File: src/rtl/sab_pkg.sv
`default_nettype none
package sab_pkg;

	localparam int SYMBOL_W = 8;
	localparam int NODE_W   = 9;
	localparam int LEN_W    = 9;
	localparam int COUNT_W  = 16;
	localparam int NCOUNT_W = 10;
	localparam int S_DATA_W = 24;
	localparam int M_DATA_W = 56;
	localparam logic [COUNT_W-1:0] COUNT_MAX = '1;

	typedef enum logic [4:0] {
		OP_NONE,
		OP_CLEAR,
		OP_LOAD,
		OP_REDUCE,
		OP_START,
		OP_RD_T,
		OP_GOT_T,
		OP_W1_RD,
		OP_W1_CHK,
		OP_QL_P,
		OP_QL_Q,
		OP_QCMP,
		OP_PC_RD,
		OP_PC_WR,
		OP_CL_LRD,
		OP_CL_LWR,
		OP_COPY,
		OP_L2_RD,
		OP_L2_CHK,
		OP_FIN_Q,
		OP_FIN_CUR,
		OP_EMIT_RD,
		OP_EMIT
	} op_t;

	typedef enum logic [4:0] {
		ST_CLEAR,
		ST_IDLE,
		ST_REDUCE,
		ST_START,
		ST_RD_T,
		ST_GOT_T,
		ST_W1_RD,
		ST_W1_CHK,
		ST_QL_P,
		ST_QL_Q,
		ST_QCMP,
		ST_PC_RD,
		ST_PC_WR,
		ST_CL_LRD,
		ST_CL_LWR,
		ST_COPY,
		ST_L2_RD,
		ST_L2_CHK,
		ST_FIN_Q,
		ST_FIN_CUR,
		ST_EMIT_RD,
		ST_EMIT
	} state_t;

	typedef struct packed {
		logic clear_done;
		logic sym_ok;
		logic full;
		logic t_zero;
		logic t_eq_q;
		logic p_root;
		logic len_match;
		logic q_is_cur;
		logic copy_done;
		logic out_free;
	} status_t;

endpackage
`default_nettype wire

File: src/rtl/sab_ctrl.sv
`default_nettype none
module sab_ctrl
	import sab_pkg::*;
(
	input  wire logic    clk,
	input  wire logic    arst_n,
	input  wire logic    in_valid,
	input  wire status_t status,
	output logic         in_ready,
	output op_t          op
);

	state_t state_q, state_nxt;

	always_ff @(posedge clk or negedge arst_n) begin
		if (!arst_n) begin
			state_q <= ST_CLEAR;
		end else begin
			state_q <= state_nxt;
		end
	end

	always_comb begin
		state_nxt = state_q;
		unique case (state_q)
			ST_CLEAR:   if (status.clear_done) state_nxt = ST_IDLE;
			ST_IDLE:    if (in_valid) state_nxt = ST_REDUCE;
			ST_REDUCE: begin
				if (status.sym_ok) state_nxt = status.full ? ST_EMIT_RD : ST_START;
			end
			ST_START:   state_nxt = ST_RD_T;
			ST_RD_T:    state_nxt = ST_GOT_T;
			ST_GOT_T:   state_nxt = ST_W1_RD;
			ST_W1_RD:   state_nxt = ST_W1_CHK;
			ST_W1_CHK: begin
				priority if (!status.t_zero) state_nxt = ST_QL_P;
				else if (status.p_root)      state_nxt = ST_EMIT_RD;
				else                         state_nxt = ST_W1_RD;
			end
			ST_QL_P:    state_nxt = ST_QL_Q;
			ST_QL_Q:    state_nxt = ST_QCMP;
			ST_QCMP: begin
				priority if (!status.len_match) state_nxt = ST_CL_LRD;
				else if (status.q_is_cur)       state_nxt = ST_PC_RD;
				else                            state_nxt = ST_EMIT_RD;
			end
			ST_PC_RD:   state_nxt = ST_PC_WR;
			ST_PC_WR:   state_nxt = ST_EMIT_RD;
			ST_CL_LRD:  state_nxt = ST_CL_LWR;
			ST_CL_LWR:  state_nxt = ST_COPY;
			ST_COPY:    if (status.copy_done) state_nxt = ST_L2_RD;
			ST_L2_RD:   state_nxt = ST_L2_CHK;
			ST_L2_CHK: begin
				if (!status.t_eq_q || status.p_root) state_nxt = ST_FIN_Q;
				else                                 state_nxt = ST_L2_RD;
			end
			ST_FIN_Q:   state_nxt = ST_FIN_CUR;
			ST_FIN_CUR: state_nxt = ST_EMIT_RD;
			ST_EMIT_RD: state_nxt = ST_EMIT;
			ST_EMIT:    if (status.out_free) state_nxt = ST_IDLE;
			default:    state_nxt = ST_CLEAR;
		endcase
	end

	always_comb begin
		in_ready = 1'b0;
		op       = OP_NONE;
		unique case (state_q)
			ST_CLEAR:   op = OP_CLEAR;
			ST_IDLE: begin
				in_ready = 1'b1;
				if (in_valid) op = OP_LOAD;
			end
			ST_REDUCE:  op = OP_REDUCE;
			ST_START:   op = OP_START;
			ST_RD_T:    op = OP_RD_T;
			ST_GOT_T:   op = OP_GOT_T;
			ST_W1_RD:   op = OP_W1_RD;
			ST_W1_CHK:  op = OP_W1_CHK;
			ST_QL_P:    op = OP_QL_P;
			ST_QL_Q:    op = OP_QL_Q;
			ST_QCMP:    op = OP_QCMP;
			ST_PC_RD:   op = OP_PC_RD;
			ST_PC_WR:   op = OP_PC_WR;
			ST_CL_LRD:  op = OP_CL_LRD;
			ST_CL_LWR:  op = OP_CL_LWR;
			ST_COPY:    op = OP_COPY;
			ST_L2_RD:   op = OP_L2_RD;
			ST_L2_CHK:  op = OP_L2_CHK;
			ST_FIN_Q:   op = OP_FIN_Q;
			ST_FIN_CUR: op = OP_FIN_CUR;
			ST_EMIT_RD: op = OP_EMIT_RD;
			ST_EMIT:    op = OP_EMIT;
			default:    op = OP_NONE;
		endcase
	end

endmodule
`default_nettype wire

File: config.mk
export PLATFORM = sky130hd
export DESIGN_NAME = sab_ctrl
export DESIGN_NICKNAME = d
export VERILOG_FILES = /design/src/rtl/sab_pkg.sv /design/src/rtl/sab_ctrl.sv
export SDC_FILE = /design/constraint.sdc
export NUM_CORES = 1
export LEC_CHECK = 0
export BUFFER_PORTS_ARGS = -buffer_cell sky130_fd_sc_hd__buf_2
export CAP_MARGIN = 25
export CORE_MARGIN = 4
export CORE_UTILIZATION = 35
export DETAILED_ROUTE_END_ITERATION = 10
export PLACE_DENSITY_LB_ADDON = 0.25
export SLEW_MARGIN = 20
export SYNTH_ARGS = -nofsm -noshare
export SYNTH_HDL_FRONTEND = slang
export SYNTH_SLANG_ARGS = --single-unit
File: constraint.sdc
create_clock -name clk -period 1.65 [get_ports clk]
set_clock_uncertainty 0.15 [all_clocks]
set_input_delay 0.2475 -clock clk [delete_from_list [all_inputs] [get_ports clk]]
set_output_delay 0.2475 -clock clk [all_outputs]
set_load 0.01 [all_outputs]
==> results.md, run 1 <==
* Outcome: finished, violations left
* Failing checks: setup timing
* Clock transition at path regs at 0.05 ns
* Worst-path fanout max at 6
* Post-synth top area share at 0.1637
* CTS tree: done
* Register bit total from synthesis at 5
* Met1 wire length at 1373 um
* Design area at 1505 um^2
* Post-synth top area cell: dfrtp_1
* Starting density of the core at 0.3781
* Post-DRT Antenna Nets at 0
* Largest net degree at the start of global routing at 12
* Most common flop cell mapped by yosys: dfrtp_1
* Sw frac at 0.4443
* Critical path class: flop to output pin
* Power Density at 1913 nW/um^2
* Routed Wire Length at 3301 um
* Reg2Reg Setup Slack at -0.15 ns
* Die Span Y at 54.74 um
* Synth unique cells at 43
* Layout Nets at 185
* CP required at 1.25 ns
* Most frequent cell after synthesis: nor2_1
* Met3 wire length at 179 um
* Final GP Congestion at 0.8951
* Fraction of the cycle the final worst path needs at 1.101
* Initial antenna violation count at 0
* Vias/cell at 5.631
* Slew headroom at 0.7581
* Input/output buffers at 18
* Max clock buf depth at 2
* Uppermost layer routed: met4
* Commonest cells post-synth: 10 x nor2_1, 9 x a21oi_1, 7 x nand2_1
* Fmax achieved at 0.5507 GHz
* Overflow after GRT at 0
* R2r endpoint: state_q[4]
* Syn nets at 120
* Largest register FFs at 5
* Final hold vios at 0
* Total track usage at 0.2389
* Minimum clock period at 1.816 ns
* Async SR Flop Fraction at 1.000
* Register area share after synthesis at 0.1637
* Num CTS Buffers at 3
* Die X at 54.74 um
* Largest registers: state_q (5)
* # H-tree levels at 1
* Post-DP HPWL at 2085 um
* RSZ-0062 raised after global routing: true
* Vias post-DR at 1115
* Die area at 2996 um^2
* Min Hold Slack at 0.1865 ns
* Cell Int Power at 0.001600 W
* Crit. End Element: output pin
* Number of I/O pins at 19
* Warnings from Yosys at 0
* CP Launch Point: state_q[4]
* Largest Register: state_q
* Post-Synthesis Cells at 107
* Length of routed met2 wiring at 1710 um
* Layout cell share with drive strength beyond 1 at 0.5965
* Power share of the combinational group at 0.852
* Skew-Pair Late Insertion Delay at 0.25 ns
* First-pass GRT wire length at 5016 um
* Antenna cell count at 0
* DRT iter0 DRCs at 32
* Clock Tree Root: clkbuf_4
* Seq pwr share at 0.096
* Pleak at 0.6836 nW
* Final setup viols at 10
* Drc violations at 0
* Setup ws final at -0.1659 ns
* Tightest Pin Transition at 0.3601 ns
* Wire per inst at 16.67 um
* Placement Cell Area at 1054 um^2
* Crit start category: flop
* DRT Pass-1 Iters at 4
* Reg2reg path depth at 7
* Core Area at 2022 um^2
* Slew Limit Fails at 0
* Reg2reg start: state_q[1]
* Number of synthesized flops with an enable pin at 0
* P&R area growth vs syn at 96.89%
* Hold/Removal Path Class: primary input to async pin
* Syn Std Cell Area at 764.5 um^2
* Worst IR Drop VDD at 1.167 mV
* Syn_area_per_cell at 7.145 um^2
* PnR Total Power at 0.002880 W
* Clock sink total at 5
* Switching power at 0.001280 W
* Critical path arrival at 1.42 ns
* Top post-synthesis cells by area: dfrtp_1 16%, a21oi_1 5.9%, nand2b_1 4.9%, nor2_1 4.9%, nor2b_1 4.9%
* Vias in the first global route at 1088
* MaxCap Viol Count at 0
* # rows at 16
* Clock power share at 0.052
[repair_timing]
action,CTS,global route
buffers inserted,17,3
resized for setup,51,15
hold buffers,1,0
pin swaps,13,7
setup endpoints to repair,11,11
endpoints found under the hold margin,5,0
[cells in the final DEF (no fill, tap or decap), drive strengths merged, types with 2 or more instances in the layout]
cell type and n:
nand2 8, buf 68, nor2b 6, a211oi 3, nand2b 6, dfrtp 5
clkbuf 4, nand4b 2, and2 2, nor3 2, or3 2, nand3 2
a22oi 4, xor2 2, nor2 10, a21oi 10, inv 4, a31oi 3
o21ai 10
[worst max-delay path by stage]
stage,endpoint,cells past startpoint
4_1_cts,in_ready,4
3_3_place_gp,state_q[1],5
5_1_grt,state_q[1],6
6_report,op[1],6
2_1_floorplan,state_q[1],6
3_5_place_dp,state_q[1],5
[power groups by stage]
stage	combinational, W	clock, W	sequential (W)
global route	0.00262	0.000162	0.000281
global placement	0.00151	0	0.000283
detailed placement	0.00153	0	0.000283
floorplan	0.000981	0	0.000220
finish	0.00245	0.000150	0.000277
CTS	0.00222	0.000151	0.000269
[through the flow]
| step | utilization | TNS [ns] | std cells | setup slack, ns |
|---|---|---|---|---|
| 3_5_place_dp | 0.5210 | -0.7643 | 173 | -0.2286 |
| 6_report | 0.7444 | -1.216 | 198 | -0.1659 |
| 5_1_grt | 0.7444 | -1.872 | 198 | -0.2301 |
| 4_1_cts | 0.7017 | -0.9522 | 195 | -0.1225 |
| 3_3_place_gp | 0.5210 | -0.4552 | 173 | -0.1610 |
| 2_1_floorplan | - | 0 | 107 | 0.0002662 |
[metal layers]
layer	vias up	global-route usage
li1	523	-
met1	549	0.2797
met2	37	0.4213
met3	6	0.05450
met4	0	0.07884
met5	-	0
[area by class of cell]
class                   instances  area (um^2)
clock buffers                   4        26.28
fillers                       154        516.7
inverters                       4        17.52
multi-input cells              89        720.7
flip-flops and latches          5        130.1
well taps                      27        33.78
repair buffers                 69        576.8
[cells by family (layout without fill, tap and decap cells)]
kind of cell              count (synthesis)  in the layout  synth area share
and+or+nand+nor                          48             48            0.3830
muxes                                     1              1           0.01309
xor gates and xnor gates                  3              3           0.03438
AOI/OAI and AO/OA                        37             37            0.3077
buffers and inverters                    13             77           0.09820
DFF                                       5              5            0.1637
[worst max-delay path: stages, from the launching register on]
cell      delay, ns
dfrtp_2        0.48
buf_6          0.15
nor2_4         0.12
nand2_1        0.09
a21oi_2        0.13
a211oi_2       0.05
buf_2          0.14
Power figures use the tool's default switching activity.
==> inputs of run 2 (changes only) <==
- CORE_ASPECT_RATIO: unset -> 1.5
==> run 2 against run 1 <==
Compared with the run above:
- critical path type is now flop to flop
- maximum frequency decreased by 4.8%
- the run still ends with setup timing left
- flip-flop and latch count unchanged
- highest routed layer unchanged
- design area increased by 10%
- setup slack got worse by 0.091 ns
==> results.md, run 2 (synthesis results as in run 1) <==
* Vias/cell at 6.058 (was 5.631)
* Failing checks: setup timing (unchanged)
* Post-DP HPWL at 2185 um (was 2085 um)
* Worst IR Drop VDD at 1.078 mV (was 1.167 mV)
* Reg2Reg Setup Slack at -0.26 ns (was -0.15 ns)
* RSZ-0062 raised after global routing: true (unchanged)
* Setup ws final at -0.2566 ns (was -0.1659 ns)
* Worst-path fanout max at 6 (unchanged)
* Input/output buffers at 18 (unchanged)
* Max clock buf depth at 2 (unchanged)
* Clock transition at path regs at 0.05 ns (about the same)
* Largest Register: state_q (unchanged)
* Met2 usage at 0.4914 (was 0.4213)
* Clock power share at 0.045 (was 0.052)
* Setup TNS at -1.880 ns (was -1.216 ns)
* Vias post-DR at 1254 (was 1115)
* Critical path arrival at 1.94 ns (was 1.42 ns)
* DRT Pass-1 Iters at 4 (unchanged)
* # rows at 20 (was 16)
* Layout cell share with drive strength beyond 1 at 0.6811 (was 0.5965)
* MaxCap Viol Count at 0 (unchanged)
* Initial antenna violation count at 0 (unchanged)
* Layout Nets at 199 (was 185)
* Minimum clock period at 1.907 ns (was 1.816 ns)
* Number of I/O pins at 19 (unchanged)
* Clock sink total at 5 (unchanged)
* Wire per inst at 20.91 um (was 16.67 um)
* Hold/Removal Path Class: primary input to async pin (unchanged)
* Total track usage at 0.2909 (was 0.2389)
* CTS tree: done (unchanged)
* Pleak at 0.7596 nW (was 0.6836 nW)
* Starting density of the core at 0.3726 (was 0.3781)
* Largest net degree at the start of global routing at 8 (was 12)
* Final setup viols at 11 (was 10)
* Sw frac at 0.4473 (was 0.4443)
* Grt met3 use at 0.03836 (was 0.05450)
* Overflow after GRT at 0 (unchanged)
* GRT busiest layer: met2 (unchanged)
* Switching power at 0.001524 W (was 0.001280 W)
* Core Area at 2052 um^2 (was 2022 um^2)
* P&R area growth vs syn at 117.5% (was 96.89%)
* Pre-CTS setup slack at -0.1276 ns (was -0.2286 ns)
* Power Density at 2048 nW/um^2 (was 1913 nW/um^2)
* Clock Tree Root: clkbuf_4 (unchanged)
* Commonest non-fill, non-tap cells in the layout: 37 x buf_4, 28 x buf_6, 16 x buf_2, 7 x a21oi_1, 7 x o21ai_1 (was 27 x buf_4, 23 x buf_6, 17 x buf_2, 8 x a21oi_1, 8 x o21ai_1)
* Antenna cell count at 0 (unchanged)
* Slew Limit Fails at 0 (unchanged)
* Die Span Y at 65.24 um (was 54.74 um)
* Vias in the first global route at 1251 (was 1088)
* Slew headroom at 0.7489 (was 0.7581)
* First-pass GRT wire length at 6382 um (was 5016 um)
* CP required at 1.68 ns (was 1.25 ns)
* Fmax achieved at 0.5245 GHz (was 0.5507 GHz)
* Tightest Pin Transition at 0.3759 ns (was 0.3601 ns)
* DRT iter0 DRCs at 46 (was 32)
* Post-DRT Antenna Nets at 0 (unchanged)
* Largest register FFs at 5 (unchanged)
* R2r endpoint: state_q[0] (was state_q[4])
* Num CTS Buffers at 3 (unchanged)
* Largest registers: state_q (5) (unchanged)
* Crit path capture: state_q[0] (was op[1])
* CP Launch Point: state_q[2] (was state_q[4])
* Crit. End Element: flop (was output pin)
* Die area at 3011 um^2 (was 2996 um^2)
* Die X at 46.16 um (was 54.74 um)
* Outcome: finished, violations left (unchanged)
* Final GP Congestion at 1.006 (was 0.8951)
* Routed Wire Length at 4329 um (was 3301 um)
* Seq pwr share at 0.084 (was 0.096)
* Leading cell type in the layout, fill and taps excluded: buf_4 (unchanged)
* # H-tree levels at 1 (unchanged)
* Power share of the combinational group at 0.871 (was 0.852)
* Reg2reg start: state_q[2] (was state_q[1])
* Reg2reg path depth at 9 (was 7)
* Final hold vios at 0 (unchanged)
* Cell Int Power at 0.001882 W (was 0.001600 W)
* Crit start category: flop (unchanged)
* M1 GR Usage at 0.3317 (was 0.2797)
* Drc violations at 0 (unchanged)
* Fraction of the cycle the final worst path needs at 1.156 (was 1.101)
* Skew-Pair Late Insertion Delay at 0.26 ns (was 0.25 ns)
* Critical path class: flop to flop (was flop to output pin)
[run 2: cell count changes in the layout (fill, tap and decap cells not counted), moves of 2 or more]
cell / delta
buf_4: +10
buf_6: +5
nand2_1: -2
nand2_2: +2
nor2_2: +2
nor2b_4: -2
[run 2: how the worst min path moves through the flow]
stage,slack (ns),end,cells after the start
final,0.19,state_q[2],2
after global routing,0.19,state_q[4],2
after CTS,0.19,state_q[1],2
after detailed placement,-0.08,state_q[4],1
after global placement,-0.08,state_q[4],1
after floorplan,-0.20,state_q[0],0
[run 2: through the flow]
| step | area, um^2 | hold WS [ns] | power (W) | std cells | utilization |
|---|---|---|---|---|---|
| detailed placement | 1070 | -0.08060 | 0.001869 | 171 | 0.5213 |
| global placement | 1070 | -0.08176 | 0.001865 | 171 | 0.5213 |
| CTS | 1471 | 0.1901 | 0.002807 | 195 | 0.7171 |
| floorplan | 764.5 | -0.1981 | 0.001200 | 107 | - |
| global route | 1663 | 0.1925 | 0.003543 | 207 | 0.8104 |
| finish | 1663 | 0.1890 | 0.003406 | 207 | 0.8104 |
[run 2: critical path, stage by stage, from the launching register on]
cell and delay, ns:
dfrtp_2 0.45, buf_8 0.16, buf_6 0.13, buf_4 0.13, buf_4 0.13, nor2_1 0.13, a22oi_1 0.10, a21oi_1 0.20
nor2_1 0.09, o21ai_1 0.15
[run 2: power by group through the flow]
stage                     logic, W  clock network (W)  registers [W]
final                      0.00297           0.000154       0.000287
after global routing       0.00309           0.000165       0.000292
after CTS                  0.00238           0.000150       0.000274
after detailed placement   0.00159                  0       0.000275
after global placement     0.00159                  0       0.000271
after floorplan           0.000981                  0       0.000220
[run 2: layer usage]
layer / up-vias / routed length [um]
li1: 556 / -
met1: 605 / 1610
met2: 67 / 2172
met3: 26 / 230
met4: 0 / 316
met5: - / 0
[run 2: timing repair]
item | 4_1_cts | 5_1_grt
resized for setup | 56 | 26
pin swaps | 22 | 15
hold buffers | 1 | 0
cloned | 0 | 0
hold endpoints to repair | 5 | 0
setup endpoints to repair | 11 | 11
setup buffers | 20 | 12
[run 2: final cells by class]
| type | instances | area (um^2) |
|---|---|---|
| Clock buffer | 4 | 26.28 |
| Fill cell | 114 | 389.1 |
| Inverter | 4 | 20.02 |
| Multi-Input combinational cell | 89 | 760.7 |
| Sequential cell | 5 | 130.1 |
| Tap cell | 22 | 27.53 |
| Timing Repair Buffer | 83 | 698.2 |
